**src/sv/jsq_pkg.sv**
```systemverilog
package jsq_pkg;

    // Queue storage geometry (depth must stay a power of two for pointer wrap)
    localparam int QUEUE_DEPTH = 16;
    localparam int PTR_W       = $clog2(QUEUE_DEPTH);
    localparam int CNT_W       = $clog2(QUEUE_DEPTH + 1);

    // Field widths
    localparam int GAP_W   = 24;
    localparam int SVC_W   = 24;
    localparam int TIME_W  = 48;
    localparam int CAP_W   = 5;
    localparam int LEN_W   = 5;
    localparam int DROP_W  = 32;
    localparam int WAIT_W  = 56;
    localparam int LSUM_W  = 40;
    localparam int PLACE_W = 2;

    localparam logic [CAP_W-1:0] CAP_RESET = 5'd10;

    // Placement codes
    localparam logic [PLACE_W-1:0] PLACE_Q0   = 2'd0;
    localparam logic [PLACE_W-1:0] PLACE_Q1   = 2'd1;
    localparam logic [PLACE_W-1:0] PLACE_DROP = 2'd2;

    // Commands from the controller to the datapath
    typedef struct packed {
        logic arrive;
        logic serve;
        logic sojourn;
        logic acc0;
        logic acc1;
        logic load_out;
    } cmd_t;

endpackage

```
**src/sv/jsq_job_if.sv**
```systemverilog
interface jsq_job_if;
    logic                      valid;
    logic                      ready;
    logic [jsq_pkg::GAP_W-1:0] interval_time;
    logic [jsq_pkg::SVC_W-1:0] service_time;
    logic                      start_run;
    logic                      first_to_q1;

    modport source (
        output valid, interval_time, service_time, start_run, first_to_q1,
        input  ready
    );
    modport sink (
        input  valid, interval_time, service_time, start_run, first_to_q1,
        output ready
    );
endinterface

```
**src/sv/jsq_cfg_if.sv**
```systemverilog
interface jsq_cfg_if;
    logic                      valid;
    logic                      ready;
    logic [jsq_pkg::CAP_W-1:0] capacity_limit;

    modport source (
        output valid, capacity_limit,
        input  ready
    );
    modport sink (
        input  valid, capacity_limit,
        output ready
    );
endinterface

```
**src/sv/jsq_result_if.sv**
```systemverilog
interface jsq_result_if;
    logic                        valid;
    logic                        ready;
    logic [jsq_pkg::PLACE_W-1:0] placement;
    logic [jsq_pkg::LEN_W-1:0]   q0_length;
    logic [jsq_pkg::LEN_W-1:0]   q1_length;
    logic [jsq_pkg::DROP_W-1:0]  dropped_count;
    logic [jsq_pkg::WAIT_W-1:0]  wait_total;
    logic [jsq_pkg::LSUM_W-1:0]  q0_length_sum;
    logic [jsq_pkg::LSUM_W-1:0]  q1_length_sum;

    modport source (
        output valid, placement, q0_length, q1_length, dropped_count,
               wait_total, q0_length_sum, q1_length_sum,
        input  ready
    );
    modport sink (
        input  valid, placement, q0_length, q1_length, dropped_count,
               wait_total, q0_length_sum, q1_length_sum,
        output ready
    );
endinterface

```
**src/sv/two_queue_shortest_dispatch.sv**
```systemverilog
// Channel   Dir  Handshake      Payload
// jobs      in   valid/ready    interval_time, service_time, start_run, first_to_q1
// cfg       in   valid/ready    capacity_limit (ready always high)
// results   out  valid/ready    placement, queue lengths, drop count, wait and length sums
//
// Each request steps through the states in order: IDLE accepts and places the job, SERVE
// serves the queue heads, SOJOURN forms the sojourns, ACCUM0 and ACCUM1 run the shared
// 57-bit wait adder and RESULT loads the output register. No new job is taken until IDLE.
// Reset is asynchronous: queues empty, clock and sums zero, capacity 10.
// A result held at the output stalls only the next output load; a new job is
// accepted while it waits.
module two_queue_shortest_dispatch (
    input  logic         clk,
    input  logic         rst_n,
    jsq_job_if.sink      jobs,
    jsq_cfg_if.sink      cfg,
    jsq_result_if.source results
);

    jsq_pkg::cmd_t cmd;

    assign cfg.ready = 1'b1;

    jsq_ctrl u_ctrl (
        .clk       (clk),
        .rst_n     (rst_n),
        .job_valid (jobs.valid),
        .job_ready (jobs.ready),
        .out_valid (results.valid),
        .out_ready (results.ready),
        .cmd       (cmd)
    );

    jsq_datapath u_datapath (
        .clk               (clk),
        .rst_n             (rst_n),
        .cmd               (cmd),
        .cfg_we            (cfg.valid),
        .cfg_capacity      (cfg.capacity_limit),
        .job_interval_time (jobs.interval_time),
        .job_service_time  (jobs.service_time),
        .job_start_run     (jobs.start_run),
        .job_first_to_q1   (jobs.first_to_q1),
        .placement         (results.placement),
        .q0_length         (results.q0_length),
        .q1_length         (results.q1_length),
        .dropped_count     (results.dropped_count),
        .wait_total        (results.wait_total),
        .q0_length_sum     (results.q0_length_sum),
        .q1_length_sum     (results.q1_length_sum)
    );

`ifndef SYNTHESIS
    // One job in flight at a time
    a_one_in_flight: assert property (@(posedge clk) disable iff (!rst_n)
        jobs.valid && jobs.ready |=> !jobs.ready)
        else $error("job accepted while another is in flight");

    // Reported lengths never exceed the queue depth
    a_len_bound: assert property (@(posedge clk) disable iff (!rst_n)
        results.valid |-> (32'(results.q0_length) <= 32'(jsq_pkg::QUEUE_DEPTH)) &&
                          (32'(results.q1_length) <= 32'(jsq_pkg::QUEUE_DEPTH)))
        else $error("queue length above depth");

    // A new result appears only at the end of processing, never from idle
    a_result_from_work: assert property (@(posedge clk) disable iff (!rst_n)
        $rose(results.valid) |-> $past(!jobs.ready))
        else $error("result loaded while idle");
`endif

endmodule

```
**src/sv/jsq_ctrl.sv**
```systemverilog
module jsq_ctrl (
    input  logic          clk,
    input  logic          rst_n,
    input  logic          job_valid,
    output logic          job_ready,
    output logic          out_valid,
    input  logic          out_ready,
    output jsq_pkg::cmd_t cmd
);

    typedef enum logic [5:0] {
        ST_IDLE    = 6'b000001,
        ST_SERVE   = 6'b000010,
        ST_SOJOURN = 6'b000100,
        ST_ACCUM0  = 6'b001000,
        ST_ACCUM1  = 6'b010000,
        ST_RESULT  = 6'b100000
    } state_t;

    state_t state_reg;
    state_t state_next;
    logic   out_valid_reg;
    logic   out_valid_next;
    logic   slot_free;

    assign job_ready = (state_reg == ST_IDLE);
    assign out_valid = out_valid_reg;
    assign slot_free = !out_valid_reg || out_ready;

    // Sequence one request through place, serve, sojourn, sum and load
    always_comb
    begin
        state_next     = state_reg;
        out_valid_next = out_valid_reg;
        cmd            = '0;
        if (out_valid_reg && out_ready)
        begin
            out_valid_next = 1'b0;
        end
        case (state_reg)
            ST_IDLE:
            begin
                if (job_valid)
                begin
                    cmd.arrive = 1'b1;
                    state_next = ST_SERVE;
                end
            end
            ST_SERVE:
            begin
                cmd.serve  = 1'b1;
                state_next = ST_SOJOURN;
            end
            ST_SOJOURN:
            begin
                cmd.sojourn = 1'b1;
                state_next  = ST_ACCUM0;
            end
            ST_ACCUM0:
            begin
                cmd.acc0   = 1'b1;
                state_next = ST_ACCUM1;
            end
            ST_ACCUM1:
            begin
                cmd.acc1   = 1'b1;
                state_next = ST_RESULT;
            end
            ST_RESULT:
            begin
                // Hold until the output register is free
                if (slot_free)
                begin
                    cmd.load_out   = 1'b1;
                    out_valid_next = 1'b1;
                    state_next     = ST_IDLE;
                end
            end
            default:
            begin
                state_next = ST_IDLE;
            end
        endcase
    end

    always_ff @(posedge clk or negedge rst_n)
    begin
        if (!rst_n)
        begin
            state_reg     <= ST_IDLE;
            out_valid_reg <= 1'b0;
        end
        else
        begin
            state_reg     <= state_next;
            out_valid_reg <= out_valid_next;
        end
    end

endmodule

```
**src/sv/jsq_datapath.sv**
```systemverilog
module jsq_datapath (
    input  logic                         clk,
    input  logic                         rst_n,
    input  jsq_pkg::cmd_t                cmd,
    input  logic                         cfg_we,
    input  logic [jsq_pkg::CAP_W-1:0]    cfg_capacity,
    input  logic [jsq_pkg::GAP_W-1:0]    job_interval_time,
    input  logic [jsq_pkg::SVC_W-1:0]    job_service_time,
    input  logic                         job_start_run,
    input  logic                         job_first_to_q1,
    output logic [jsq_pkg::PLACE_W-1:0]  placement,
    output logic [jsq_pkg::LEN_W-1:0]    q0_length,
    output logic [jsq_pkg::LEN_W-1:0]    q1_length,
    output logic [jsq_pkg::DROP_W-1:0]   dropped_count,
    output logic [jsq_pkg::WAIT_W-1:0]   wait_total,
    output logic [jsq_pkg::LSUM_W-1:0]   q0_length_sum,
    output logic [jsq_pkg::LSUM_W-1:0]   q1_length_sum
);

    localparam int TW = jsq_pkg::TIME_W;

    // Queue storage: arrival time and service time per entry
    logic [TW-1:0]               arr_mem [2][jsq_pkg::QUEUE_DEPTH];
    logic [jsq_pkg::SVC_W-1:0]   svc_mem [2][jsq_pkg::QUEUE_DEPTH];

    logic [jsq_pkg::CAP_W-1:0]   cap_reg;
    logic [TW-1:0]               now_reg, now_next;
    logic [jsq_pkg::WAIT_W-1:0]  wait_reg, wait_next;
    logic [jsq_pkg::DROP_W-1:0]  drop_reg, drop_next;
    logic [jsq_pkg::PLACE_W-1:0] place_reg, place_next;
    logic [jsq_pkg::CNT_W-1:0]   cnt_reg [2];
    logic [jsq_pkg::CNT_W-1:0]   cnt_next [2];
    logic [jsq_pkg::PTR_W-1:0]   head_reg [2];
    logic [jsq_pkg::PTR_W-1:0]   head_next [2];
    logic [TW-1:0]               free_reg [2];
    logic [TW-1:0]               free_next [2];
    logic [jsq_pkg::LSUM_W-1:0]  lsum_reg [2];
    logic [jsq_pkg::LSUM_W-1:0]  lsum_next [2];
    logic [TW-1:0]               diff_reg [2];
    logic [TW-1:0]               diff_next [2];
    logic [jsq_pkg::SVC_W-1:0]   svcq_reg [2];
    logic [jsq_pkg::SVC_W-1:0]   svcq_next [2];
    logic [TW:0]                 soj_reg [2];
    logic [TW:0]                 soj_next [2];

    logic [TW-1:0]               head_arr [2];
    logic [jsq_pkg::SVC_W-1:0]   head_svc [2];
    logic [jsq_pkg::LSUM_W:0]    lsum_add [2];
    logic [TW:0]                 free_add [2];
    logic [TW:0]                 soj_add [2];
    logic                        hit [2];

    logic [jsq_pkg::CNT_W-1:0]   limit;
    logic [TW:0]                 now_add;
    logic [TW-1:0]               now_sat;
    logic                        sel_q;
    logic                        full;
    logic [TW:0]                 acc_soj;
    logic [jsq_pkg::WAIT_W:0]    wait_add;

    logic                        push_en;
    logic                        push_q;
    logic [TW-1:0]               push_arr;
    logic [jsq_pkg::PTR_W-1:0]   push_idx;

    // Effective limit is the smaller of the register and the queue depth
    assign limit = ({27'd0, cap_reg} > 32'(jsq_pkg::QUEUE_DEPTH))
                 ? jsq_pkg::CNT_W'(jsq_pkg::QUEUE_DEPTH)
                 : jsq_pkg::CNT_W'(cap_reg);

    // Advance the clock, saturating
    assign now_add = {1'b0, now_reg} + (TW+1)'(job_interval_time);
    assign now_sat = now_add[TW] ? '1 : now_add[TW-1:0];

    // Shorter queue wins, ties to queue 0
    assign sel_q = (cnt_reg[0] <= cnt_reg[1]) ? 1'b0 : 1'b1;
    assign full  = (cnt_reg[sel_q] >= limit);

    // One shared adder for both wait-sum steps
    assign acc_soj  = cmd.acc1 ? soj_reg[1] : soj_reg[0];
    assign wait_add = {1'b0, wait_reg} + (jsq_pkg::WAIT_W+1)'(acc_soj);

    always_comb
    begin
        now_next   = now_reg;
        wait_next  = wait_reg;
        drop_next  = drop_reg;
        place_next = place_reg;
        push_en    = 1'b0;
        push_q     = 1'b0;
        push_arr   = now_sat;
        push_idx   = '0;

        for (int q = 0; q < 2; q++)
        begin
            cnt_next[q]  = cnt_reg[q];
            head_next[q] = head_reg[q];
            free_next[q] = free_reg[q];
            lsum_next[q] = lsum_reg[q];
            diff_next[q] = diff_reg[q];
            svcq_next[q] = svcq_reg[q];
            soj_next[q]  = soj_reg[q];
            head_arr[q]  = arr_mem[q][head_reg[q]];
            head_svc[q]  = svc_mem[q][head_reg[q]];
            lsum_add[q]  = {1'b0, lsum_reg[q]} + (jsq_pkg::LSUM_W+1)'(cnt_reg[q]);
            free_add[q]  = {1'b0, now_reg} + (TW+1)'(head_svc[q]);
            soj_add[q]   = {1'b0, diff_reg[q]} + (TW+1)'(svcq_reg[q]);
            hit[q]       = (cnt_reg[q] != '0) && (now_reg >= free_reg[q]);
        end

        // Place the job: a start request clears the run first
        if (cmd.arrive)
        begin
            if (job_start_run)
            begin
                now_next  = '0;
                wait_next = '0;
                drop_next = '0;
                for (int q = 0; q < 2; q++)
                begin
                    cnt_next[q]  = '0;
                    head_next[q] = '0;
                    free_next[q] = '0;
                    lsum_next[q] = '0;
                end
                push_en  = 1'b1;
                push_q   = job_first_to_q1;
                push_arr = '0;
                push_idx = '0;
                cnt_next[job_first_to_q1] = jsq_pkg::CNT_W'(1);
                place_next = job_first_to_q1 ? jsq_pkg::PLACE_Q1 : jsq_pkg::PLACE_Q0;
            end
            else
            begin
                now_next = now_sat;
                for (int q = 0; q < 2; q++)
                begin
                    lsum_next[q] = lsum_add[q][jsq_pkg::LSUM_W]
                                 ? '1 : lsum_add[q][jsq_pkg::LSUM_W-1:0];
                end
                if (full)
                begin
                    drop_next  = (drop_reg == '1) ? drop_reg : drop_reg + 32'd1;
                    place_next = jsq_pkg::PLACE_DROP;
                end
                else
                begin
                    push_en  = 1'b1;
                    push_q   = sel_q;
                    push_idx = head_reg[sel_q] + cnt_reg[sel_q][jsq_pkg::PTR_W-1:0];
                    cnt_next[sel_q] = cnt_reg[sel_q] + jsq_pkg::CNT_W'(1);
                    place_next = sel_q ? jsq_pkg::PLACE_Q1 : jsq_pkg::PLACE_Q0;
                end
            end
        end

        // Serve each open queue head: reopen time, elapsed wait, pop
        if (cmd.serve)
        begin
            for (int q = 0; q < 2; q++)
            begin
                if (hit[q])
                begin
                    free_next[q] = free_add[q][TW] ? '1 : free_add[q][TW-1:0];
                    diff_next[q] = (now_reg > head_arr[q]) ? now_reg - head_arr[q] : '0;
                    svcq_next[q] = head_svc[q];
                    head_next[q] = head_reg[q] + jsq_pkg::PTR_W'(1);
                    cnt_next[q]  = cnt_reg[q] - jsq_pkg::CNT_W'(1);
                end
                else
                begin
                    diff_next[q] = '0;
                    svcq_next[q] = '0;
                end
            end
        end

        // Sojourn is service plus time spent waiting
        if (cmd.sojourn)
        begin
            for (int q = 0; q < 2; q++)
            begin
                soj_next[q] = soj_add[q];
            end
        end

        // Add sojourns to the wait total, saturating
        if (cmd.acc0 || cmd.acc1)
        begin
            wait_next = wait_add[jsq_pkg::WAIT_W] ? '1 : wait_add[jsq_pkg::WAIT_W-1:0];
        end
    end

    // Run state
    always_ff @(posedge clk or negedge rst_n)
    begin
        if (!rst_n)
        begin
            cap_reg  <= jsq_pkg::CAP_RESET;
            now_reg  <= '0;
            wait_reg <= '0;
            drop_reg <= '0;
            for (int q = 0; q < 2; q++)
            begin
                cnt_reg[q]  <= '0;
                head_reg[q] <= '0;
                free_reg[q] <= '0;
                lsum_reg[q] <= '0;
            end
        end
        else
        begin
            if (cfg_we)
            begin
                cap_reg <= cfg_capacity;
            end
            now_reg  <= now_next;
            wait_reg <= wait_next;
            drop_reg <= drop_next;
            for (int q = 0; q < 2; q++)
            begin
                cnt_reg[q]  <= cnt_next[q];
                head_reg[q] <= head_next[q];
                free_reg[q] <= free_next[q];
                lsum_reg[q] <= lsum_next[q];
            end
        end
    end

    // Per-request working registers
    always_ff @(posedge clk)
    begin
        place_reg <= place_next;
        for (int q = 0; q < 2; q++)
        begin
            diff_reg[q] <= diff_next[q];
            svcq_reg[q] <= svcq_next[q];
            soj_reg[q]  <= soj_next[q];
        end
    end

    // Write the queue tail
    always_ff @(posedge clk)
    begin
        if (push_en)
        begin
            arr_mem[push_q][push_idx] <= push_arr;
            svc_mem[push_q][push_idx] <= job_service_time;
        end
    end

    // Load the output register
    always_ff @(posedge clk)
    begin
        if (cmd.load_out)
        begin
            placement     <= place_reg;
            q0_length     <= jsq_pkg::LEN_W'(cnt_reg[0]);
            q1_length     <= jsq_pkg::LEN_W'(cnt_reg[1]);
            dropped_count <= drop_reg;
            wait_total    <= wait_reg;
            q0_length_sum <= lsum_reg[0];
            q1_length_sum <= lsum_reg[1];
        end
    end

endmodule
```
**src/flat_wrapper.sv**
```systemverilog
// flat-port wrapper written by rule: the top's interface ports become plain ports
module two_queue_shortest_dispatch_flat 
  (clk, rst_n, jobs_valid, jobs_interval_time, jobs_service_time, jobs_start_run, jobs_first_to_q1, jobs_ready, cfg_valid, cfg_capacity_limit, cfg_ready, results_valid, results_placement, results_q0_length, results_q1_length, results_dropped_count, results_wait_total, results_q0_length_sum, results_q1_length_sum, results_ready);
  jsq_job_if jobs_i ();
  jsq_cfg_if cfg_i ();
  jsq_result_if results_i ();
  input  logic clk;
  input  logic rst_n;
  input wire logic [$bits(jobs_i.valid)-1:0] jobs_valid;
  input wire logic [$bits(jobs_i.interval_time)-1:0] jobs_interval_time;
  input wire logic [$bits(jobs_i.service_time)-1:0] jobs_service_time;
  input wire logic [$bits(jobs_i.start_run)-1:0] jobs_start_run;
  input wire logic [$bits(jobs_i.first_to_q1)-1:0] jobs_first_to_q1;
  output wire logic [$bits(jobs_i.ready)-1:0] jobs_ready;
  input wire logic [$bits(cfg_i.valid)-1:0] cfg_valid;
  input wire logic [$bits(cfg_i.capacity_limit)-1:0] cfg_capacity_limit;
  output wire logic [$bits(cfg_i.ready)-1:0] cfg_ready;
  output wire logic [$bits(results_i.valid)-1:0] results_valid;
  output wire logic [$bits(results_i.placement)-1:0] results_placement;
  output wire logic [$bits(results_i.q0_length)-1:0] results_q0_length;
  output wire logic [$bits(results_i.q1_length)-1:0] results_q1_length;
  output wire logic [$bits(results_i.dropped_count)-1:0] results_dropped_count;
  output wire logic [$bits(results_i.wait_total)-1:0] results_wait_total;
  output wire logic [$bits(results_i.q0_length_sum)-1:0] results_q0_length_sum;
  output wire logic [$bits(results_i.q1_length_sum)-1:0] results_q1_length_sum;
  input wire logic [$bits(results_i.ready)-1:0] results_ready;
  assign jobs_i.valid = jobs_valid;
  assign jobs_i.interval_time = jobs_interval_time;
  assign jobs_i.service_time = jobs_service_time;
  assign jobs_i.start_run = jobs_start_run;
  assign jobs_i.first_to_q1 = jobs_first_to_q1;
  assign jobs_ready = jobs_i.ready;
  assign cfg_i.valid = cfg_valid;
  assign cfg_i.capacity_limit = cfg_capacity_limit;
  assign cfg_ready = cfg_i.ready;
  assign results_valid = results_i.valid;
  assign results_placement = results_i.placement;
  assign results_q0_length = results_i.q0_length;
  assign results_q1_length = results_i.q1_length;
  assign results_dropped_count = results_i.dropped_count;
  assign results_wait_total = results_i.wait_total;
  assign results_q0_length_sum = results_i.q0_length_sum;
  assign results_q1_length_sum = results_i.q1_length_sum;
  assign results_i.ready = results_ready;
  two_queue_shortest_dispatch u_core (.clk(clk), .rst_n(rst_n), .jobs(jobs_i), .cfg(cfg_i), .results(results_i));
endmodule
```
**config.mk**
```make
export PLATFORM = sky130hd
export DESIGN_NAME = two_queue_shortest_dispatch_flat
export DESIGN_NICKNAME = d
export VERILOG_FILES = /design/src/sv/jsq_pkg.sv /design/src/sv/jsq_job_if.sv /design/src/sv/jsq_cfg_if.sv /design/src/sv/jsq_result_if.sv /design/src/sv/two_queue_shortest_dispatch.sv /design/src/sv/jsq_ctrl.sv /design/src/sv/jsq_datapath.sv /design/src/flat_wrapper.sv
export SDC_FILE = /design/constraint.sdc
export NUM_CORES = 2
export LEC_CHECK = 0
export BUFFER_PORTS_ARGS = -buffer_cell sky130_fd_sc_hd__clkbuf_2
export CORE_MARGIN = 1
export CORE_UTILIZATION = 63
export DETAILED_ROUTE_END_ITERATION = 6
export PLACE_DENSITY = 0.8
export SYNTH_ARGS = -nofsm -noshare
export SYNTH_HDL_FRONTEND = slang
export SYNTH_HIERARCHICAL = 1
export SYNTH_SLANG_ARGS = --single-unit
```
**constraint.sdc**
```tcl
create_clock -name clk -period 17.1 [get_ports clk]
set_input_delay 2.565 -clock clk [delete_from_list [all_inputs] [get_ports clk]]
set_output_delay 2.565 -clock clk [all_outputs]
set_load 0.02 [all_outputs]
```
==> flow_summary.ini <==
[power]
p_switching_mw = 8.581
seq_power_share_pct = 39.0
p_leak_nw = 53.27
vdd_drop_max_mv = 0.1624
power.share.clock_pct = 27.5
p_sw_share_pct = 35.15
intPower_mw = 15.83
pwr-share-comb_pct = 33.4
power.density_nw_per_um2 = 160.8

[worst_setup_path]
crit_type = reg -> reg
reg2reg_depth = 21
worstSetupStartpointType = flip-flop
crit_arrival_ns = 8.57
path_depth = 21
cp_num_buf_inv = 3
worstReg2RegStart = u_core/u_datapath/cnt_reg[1]$_DFF_PN0_
critPathMaxFanout = 42
cp_top_family = compound AO/OA/AOI/OAI gates
crit_start = u_core/u_datapath/cnt_reg[1]$_DFF_PN0_
crit_top_cell = a21o_1
cp_cell_sequence = inv_1 -> ha_1 -> nor2b_1 -> o21a_1 -> o21a_1 -> o21ai_1 -> a21oi_2 -> a21o_1 -> inv_1 -> ha_1 -> nand2b_1 -> a21o_1 -> a21o_1 -> a21o_1 -> a21oi_2 -> nand2_1 -> o21ai_1 -> nand2_1 -> or2_2 -> nor2_4 -> buf_4
max_stage_delay_ns = 1.09
end_kind = flip-flop
required_ns = 17.65
slowest_stage = o21ai_1

[synthesis]
post_synth_and_or_nand_nor_area_fraction_pct = 5.730
synth_xor_area_share_pct = 2.179
ys.warnings.count = 6
synthAdderAreaFrac_pct = 3.731
synth_nets = 9704
synth_edf_count = 2728
synth_mux_area_share_pct = 9.671
synthCells = 9243
synth_top_family_by_area = compound AO/OA/AOI/OAI gates
yosysSeqAreaShare_pct = 66.20
synth_compound_area_share_pct = 10.63
synthDistinctLibCells = 114
synth-seq-cells = 3070
syn_avg_cell_area_um2 = 14.79
netlist_area_um2 = 136700
synthFlopType = edfxtp_1
synth-async-reset-ratio_pct = 11.14

[status]
violations = max-capacitance violations, max-slew violations
outcome = finished with violations

[floorplanning]
start_util_pct = 63.56
placementRows = 170
core_um2 = 215000
dieArea_um2 = 218800
pin_count = 243
die_h_um = 467.8
die_w_um = 467.8

[place]
place_hpwl_um = 243100
dpl-instance-area_um2 = 141800
port_buffers = 241
pre_cts_slack_ns = 9.385
place_inst = 12079
routabilityCongestion = 0.9754

[cts]
cts-resized-gates = 0
clkSlewWorstSetupHoldPaths_ns = 0.06
cts_buffer_depth = 4
cts_root_buf = clkbuf_16
clk_latency_ns = 0.97
hold_buffers = 0
cts_setup_buffers = 0
cts_buffers = 320
cts_tree = done
cts.sinks = 3070
cts_max_level = 5

[timing]
relSlewSlack_pct = -6.920
max_freq_mhz = 124.6
setup_tns_ns = 0
hold-worst-slack_ns = 0.4715
post-route-min-period_ns = 8.023
skew_ns = 0.09123
hold_viol = 0
report.final.slew_viol_count = 3
fin_ws_ns = 9.078
worst_slew_pin_slew_ns = 1.587
rsz0062_at_grt = false
setup_viol = 0
min_period_over_period_pct = 46.92

[finish]
nets = 10025
stdcell_area_um2 = 151800
syn_to_final_growth_pct = 11.09
drive_gt1_share_pct = 15.76
largest_reg_flops = 1536
layout.cells.non_filler = 12644

[route]
drt-total-wl_um = 394400
viasPerCell = 6.948
vias = 87852
drt_drc_violations_left = 0
antenna_left = 0
dr.pass1.iters = 6
wl_per_cell_um = 31.19
drtIter0Drc = 12232

[global_route]
grt_pass1_vias = 86329
grt_max_degree = 181
grt_pass1_wl_um = 568600
antenna_found_initial = 29
grt-ovfl-total = 0
grt_usage_pct = 35.83

[run]
maxCapViolCount = 1

[worst_hold_path]
hp-start = u_core/u_datapath/place_reg[1]$_SDFFCE_PP0P_
holdPathStages = 0
hp-class = reg -> reg
==> power by group through the flow <==
stage          logic, mW  clock network (mW)  registers, mW
2_1_floorplan       5.13                   0           9.50
3_5_place_dp        7.80                   0           9.66
6_report            8.16                6.72           9.53
5_1_grt             8.58                7.03           9.55
3_3_place_gp        7.66                   0           9.64
4_1_cts             7.88                6.76           9.51
==> per-stage QoR <==
stage | power (mW) | utilization, %
3_3_place_gp | 17.29 | 65.95
2_1_floorplan | 14.63 | -
5_1_grt | 25.17 | 70.60
3_5_place_dp | 17.46 | 65.95
4_1_cts | 24.15 | 70.58
6_report | 24.41 | 70.61
==> synthesized netlist by cell type (40+ instances only) <==
master | count | share of area, %
nand2_1 | 400 | 1.1
nand3_1 | 160 | 0.59
o21bai_1 | 40 | 0.22
buf_2 | 53 | 0.19
a21oi_1 | 710 | 2.6
xnor2_1 | 191 | 1.2
a22oi_1 | 58 | 0.32
o21ai_0 | 407 | 1.5
a211oi_1 | 42 | 0.23
and3_1 | 128 | 0.59
ha_1 | 390 | 3.6
nor2b_1 | 53 | 0.24
edfxtp_1 | 2728 | 60
a21o_1 | 178 | 0.98
a221oi_1 | 246 | 1.6
mux4_2 | 288 | 4.7
mux2_2 | 203 | 1.7
xor2_1 | 149 | 0.95
clkbuf_1 | 322 | 0.88
nor3_1 | 83 | 0.30
nor2_1 | 463 | 1.3
a31oi_1 | 94 | 0.43
mux2i_1 | 443 | 3.2
inv_1 | 201 | 0.55
buf_1 | 68 | 0.19
nand4_1 | 69 | 0.32
and2_1 | 75 | 0.34
nand2b_1 | 56 | 0.26
o21a_1 | 142 | 0.78
dfrtp_1 | 339 | 6.2
==> final timing paths <==
path	end	slack [ns]
setup reg to reg	u_core/u_datapath/arr_mem[1][522]$_DFFE_PP_	9.08
hold reg to reg	u_core/u_datapath/placement[1]$_DFFE_PP_	0.47
min in group asynchronous	u_core/u_datapath/lsum_reg[19]$_DFFE_PN0P_	1.66
max in group asynchronous	u_core/u_datapath/free_reg[81]$_DFF_PN0_	13.21
hold / removal	u_core/u_datapath/placement[1]$_DFFE_PP_	0.47
setup / recovery	u_core/u_datapath/arr_mem[1][522]$_DFFE_PP_	9.08
==> cells in the final DEF, fill, tap and decap left out, types with 58 or more instances in the layout <==
cell,instances
xnor2_1,191
and3_1,128
inv_1,201
nor3_1,81
a21oi_1,697
mux2_2,203
buf_4,201
clkinv_1,58
clkbuf_16,326
dfrtp_1,331
nand3_1,160
nand2_1,397
nand4_1,69
o21a_1,142
clkbuf_1,60
a21o_1,178
a221oi_1,244
clkbuf_2,240
and2_1,70
a31oi_1,94
o21ai_0,407
edfxtp_1,2728
mux4_2,288
a22oi_1,58
ha_1,390
mux2i_1,443
nor2_1,418
xor2_1,149
==> kinds of logic (layout without fill, tap and decap cells) <==
family | Yosys count | count (layout)
xor gates and xnor gates | 340 | 340
AOI/OAI and AO/OA | 2232 | 2232
other | 1 | 10
muxes | 935 | 935
DFF | 3070 | 3070
adders and majority gates | 401 | 401
and+or+nand+nor | 1612 | 1612
buffers and inverters | 652 | 1206
==> worst reg2reg max path: stages (launching register included) <==
cell      delay (ns)
dfrtp_1         0.49
inv_1           0.15
ha_1            0.32
nor2b_1         0.13
o21a_1          0.12
o21a_1          0.11
o21ai_1         0.07
a21oi_2         0.78
a21o_1          0.30
inv_1           0.06
ha_1            0.28
nand2b_1        0.14
a21o_1          0.18
a21o_1          0.17
a21o_1          0.21
a21oi_2         0.26
nand2_1         0.19
o21ai_1         1.09
nand2_1         0.28
or2_2           0.48
nor2_4          0.97
buf_4           0.84
==> routing by layer <==
layer	vias up	global-route usage, %	wire length [um]
li1	36913	-	-
met1	43533	46.17	138400
met2	6165	56.30	183000
met3	1211	9.787	51640
met4	30	17.95	21180
met5	-	0	239
==> layout make-up <==
class                      instances  area, um^2
antenna                            9       22.52
multi-input combinational       5521       44190
tap                             2838        3551
sequential                      3070       90510
fill                           13306       63210
inverter                         203       762.0
clock buffer                     393        8479
timing repair buffer             448        2840
clock inverter                   162        1481
No activity file was read; power rests on OpenSTA's default activity.
